File: config.mk
export PLATFORM = sky130hd
export DESIGN_NAME = rbl_ram
export DESIGN_NICKNAME = d
export VERILOG_FILES = /design/src/design/rbl_ram.sv
export SDC_FILE = /design/constraint.sdc
export NUM_CORES = 1
export LEC_CHECK = 0
export ABC_AREA = 1
export BUFFER_PORTS_ARGS = -buffer_cell sky130_fd_sc_hd__clkbuf_2
export CORE_MARGIN = 8
export CORE_UTILIZATION = 40
export DETAILED_ROUTE_END_ITERATION = 8
export SYNTH_ARGS = -nofsm -noshare
export SYNTH_HDL_FRONTEND = slang
export SYNTH_SLANG_ARGS = --single-unit
File: constraint.sdc
create_clock -name clock -period 1.25 [get_ports clock]
set_input_delay 0.0625 -clock clock [delete_from_list [all_inputs] [get_ports clock]]
set_output_delay 0.0625 -clock clock [all_outputs]
set_load 0.02 [all_outputs]
File: src/design/rbl_ram.sv
// Generic single-write, single-read synchronous RAM with registered read data.
// No dependencies.
module rbl_ram #(
   parameter int WIDTH = 8,
   parameter int DEPTH = 16
) (
   input  logic                     clock,
   input  logic                     we,
   input  logic [$clog2(DEPTH)-1:0] waddr,
   input  logic [WIDTH-1:0]         wdata,
   input  logic [$clog2(DEPTH)-1:0] raddr,
   output logic [WIDTH-1:0]         rdata
);

   logic [WIDTH-1:0] mem [DEPTH];
   logic [WIDTH-1:0] rdata_ff;

   always_ff @(posedge clock) begin
      if (we) begin
         mem[waddr] <= wdata;
      end
      rdata_ff <= mem[raddr];
   end

   assign rdata = rdata_ff;

endmodule

After elaboration in Yosys (flattened, before gate mapping)
Memory sizes are Yosys's and may differ from the RTL's. A register that Yosys moved wholly into a read port is not among the register bits.
Index checks and enable logic that the tools add are counted.
- multiplexer cells: 2
- operators by type and width (cell ; number):
    2-to-1 mux 1 bit ; 2
- flip-flop bits (word level): 0
- memory bits (writable): 128
- input bits: 18
- output and inout bits: 8
- word-level logic and storage cells: 3
- memories: 1
- memory list (name ; words ; bits a word ; rd ports ; clocked after memory_dff ; wr ports ; RTL line ; RTL):
    mem ; 16 ; 8 ; 1 ; 1 ; 1 ; 15 ; logic [WIDTH-1:0] mem [DEPTH];

Longest topological paths before layout
- word-level depth: 2
- gate-level depth with buffers: 8
- depth with buffers taken out: 7

Least setup slack after synthesis
Ideal clock, no wire load.
- path kind: input to register
- start: input waddr[2]
- end: memory mem[10][0] (enable)
- setup time: 0.370 ns
- data arrival time: 0.643 ns
- data required time: 0.880 ns
- path slack: 0.237 ns
- cell stages on the path: 2
- path buffers: 0
- path through: nand3b_1 -> nor2_1
- RTL lines (what ; RTL line ; RTL):
    start, declared ; 9 ; input logic [$clog2(DEPTH)-1:0] waddr,
    end, declared ; 15 ;
Straight into the memory's write port.

Final worst setup path
- start: register rdata_ff[7], in the netlist rdata[7], read port of mem
- end: output rdata[7]
- RTL lines (what ; RTL line ; RTL):
    start, declared ; 16 ; logic [WIDTH-1:0] rdata_ff;
    end, declared ; 12 ; output logic [WIDTH-1:0] rdata
No word-level cell between the ends.

==> impl_metrics.py <==
metrics = {
    "status": {
        "status": "completed",
    },
    "detailed_routing": {
        "wl_per_cell_um": 16.25,
        "drt-initial-drc-count": 328,
        "routed_wl_um": 12900,
        "via_per_inst": 4.827,
        "dr.pass1.iters": 5,
        "ant_nets": 0,
        "drc": 0,
        "dr_total_vias": 3833,
    },
    "cells_and_area": {
        "final_net_count": 615,
        "final_common_cell": "nand2_1",
        "area_growth_pct": 17.90,
        "final_cell_mix": "173 x nand2_1, 128 x edfxtp_1, 100 x inv_1",
        "n_antenna_cell": 0,
        "n_fill_cell": 1303,
        "stdcell_count": 794,
        "drive_above_1_share_pct": 13.61,
    },
    "pwr": {
        "power.leakage_uw": 0.002963,
        "switching_share_pct": 21.63,
        "p_int_uw": 8487,
        "irDropWorstVdd_mv": 0.9881,
        "power_frac_clock_pct": 46.4,
        "pwr-share-seq_pct": 47.4,
        "power_density_nw_per_um2": 1593,
        "p_switching_uw": 2343,
        "p_comb_share_pct": 6.2,
    },
    "setup_path": {
        "ff2ff_setup_slack_ns": 0.22,
        "start_kind": "flip-flop",
        "rr_endpoint": "rdata[4]",
        "critPathLaunch": "rdata[7]",
        "path_cells": "clkbuf_2",
        "path_buf_inv": 1,
        "critPathTopFamily": "flip-flops",
        "r2r_start": "mem[10][4]",
        "worstPathRequired_ns": 1.19,
        "slowest_delay_ns": 0.37,
        "r2r_cells": 6,
        "cpMaxStageDelayCell": "dfxtp_1",
        "crit_type": "flip-flop to output pin",
        "critPathCapture": "rdata[7]",
        "path_max_fanout": 1,
        "cp-end-kind": "output pin",
        "critPathArrivalTime_ns": 0.97,
        "cp_num_cells": 1,
    },
    "yosys": {
        "yosys.area.top_type": "edfxtp_1",
        "netlist_area_sq_um": 5767,
        "yosysUniqueCellTypes": 12,
        "yosysWarnings": 0,
        "yosysTopAreaCellShare_pct": 66.65,
        "yosysSeqAreaShare_pct": 69.43,
        "syn-num-nets": 569,
        "ys_ff_latch": 136,
        "avgSynthCellArea_sq_um": 10.47,
        "syn_inst": 551,
        "synth_area_leaders": "edfxtp_1 67%, nand2_1 11%, nand3_1 8.4%",
    },
    "timing": {
        "fin_worst_skew_ns": 0.005886,
        "finalSetupTns_ns": 0,
        "finalSetupViolCount": 0,
        "rsz0062_at_grt": "no",
        "finalMaxSlewViolations": 0,
        "slew_headroom_pct": 70.86,
        "period_share_pct": 82.72,
        "timing.fmax_mhz": 967.1,
        "hold_viol": 0,
        "tightestPinTransition_ns": 0.4371,
        "period_needed_ns": 1.034,
    },
    "global_route": {
        "grt_pass1_wl_um": 20150,
        "grt_max_degree": 59,
        "grt_util_met1_pct": 18.35,
        "grt_pass1_vias": 3664,
        "met2_usage_pct": 23.71,
        "grt_overflow_total": 0,
        "top_usage_layer": "met2",
        "antenna_found_initial": 0,
        "met3_usage_pct": 3.769,
        "grt_usage_pct": 14.69,
    },
    "cts": {
        "cts.sinks": 136,
        "cts.clk_slew.worst_paths_ns": 0.06,
        "htreeDepth": 4,
        "post_cts_buffers": 0,
        "clockBufferDepth": 2,
        "cts_root_buf": "clkbuf_16",
        "cts-buffers-inserted": 17,
        "insertion_delay_ns": 0.41,
        "ctsResizeCount": 0,
        "ctsHoldBuffers": 0,
        "cts_tree": "done",
    },
    "floorplanning": {
        "die_area_sq_um": 18520,
        "start_util_pct": 40.29,
        "io_pins": 26,
        "std_cell_rows": 44,
        "die_x_um": 136.1,
        "core_area_sq_um": 14310,
        "die_y_um": 136.1,
    },
    "placement": {
        "numPlacedInstances": 762,
        "portBuffers": 25,
        "gp_congestion": 0.8038,
        "dp_hpwl_um": 8119,
    },
    "worst_hold_path": {
        "hp-class": "input port to flip-flop",
        "hold_depth": 4,
        "hold_start": "raddr[3]",
    },
    "run": {
        "drv_cap": 0,
    },
}
## final cells by class
cell class | instances | area, sq um | area share (%)
Sequential cell | 136 | 4004 | 58.89
Multi-Input combinational cell | 289 | 1214 | 17.85
Clock buffer | 20 | 446.7 | 6.570
Inverter | 102 | 382.9 | 5.631
Timing Repair Buffer | 51 | 370.4 | 5.447
Tap cell | 184 | 230.2 | 3.386
Clock inverter | 12 | 151.4 | 2.227
## Yosys cell counts (all sizes together)
cell    count
buf        24
nand3      97
edfxtp    128
dfxtp       8
nand2     173
nand3b      2
nor2       17
inv       102
## power groups by stage
stage / clock (uW) / combinational [uW] / sequential [uW]
floorplan: 0 / 360 / 5250
finish: 5030 / 669 / 5130
global placement: 0 / 665 / 5220
global route: 5300 / 740 / 5140
detailed placement: 0 / 675 / 5230
CTS: 5100 / 680 / 5130
## worst min path at each step
stage           endpoint  slack, ns
2_1_floorplan  mem[0][0]       0.16
3_3_place_gp    rdata[2]       0.48
3_5_place_dp    rdata[5]       0.48
4_1_cts         rdata[2]       0.10
5_1_grt         rdata[2]       0.11
6_report        rdata[2]       0.12
## metal layers
metal,share of wire [%],vias up
li1,-,1862
met1,45,1842
met2,49,114
met3,5.0,15
met4,1.3,0
met5,0,-
## worst register-to-register path: cells and delay by family (launching register included)
kind / cells / cell delay, ns
buf+inv: 1 / 0.07
flops: 1 / 0.37
simple gates: 5 / 0.47
## sequential cells by signal, summed over array words and instances, names as in the netlist
name,flops
mem,128
rdata,8
## per-stage QoR
| stage | util (%) | hold slack [ns] | setup slack [ns] | instance area [sq um] | power, uW |
|---|---|---|---|---|---|
| 2_1_floorplan | - | 0.1614 | 0.2367 | 5767 | 5614 |
| 3_3_place_gp | 43.32 | 0.4822 | 0.06651 | 6201 | 5889 |
| 3_5_place_dp | 43.32 | 0.4824 | 0.04352 | 6201 | 5902 |
| 4_1_cts | 47.50 | 0.1043 | 0.1932 | 6799 | 10910 |
| 5_1_grt | 47.50 | 0.1059 | 0.1755 | 6799 | 11170 |
| 6_report | 47.50 | 0.1153 | 0.2159 | 6799 | 10830 |
## kinds of logic after synthesis
kind of cell | count (synthesis) | share of synthesized area (%)
AND/OR/NAND/NOR | 289 | 21.05
flip-flops | 136 | 69.43
buffers and inverters | 126 | 9.525
Power figures use the tool's default switching activity.
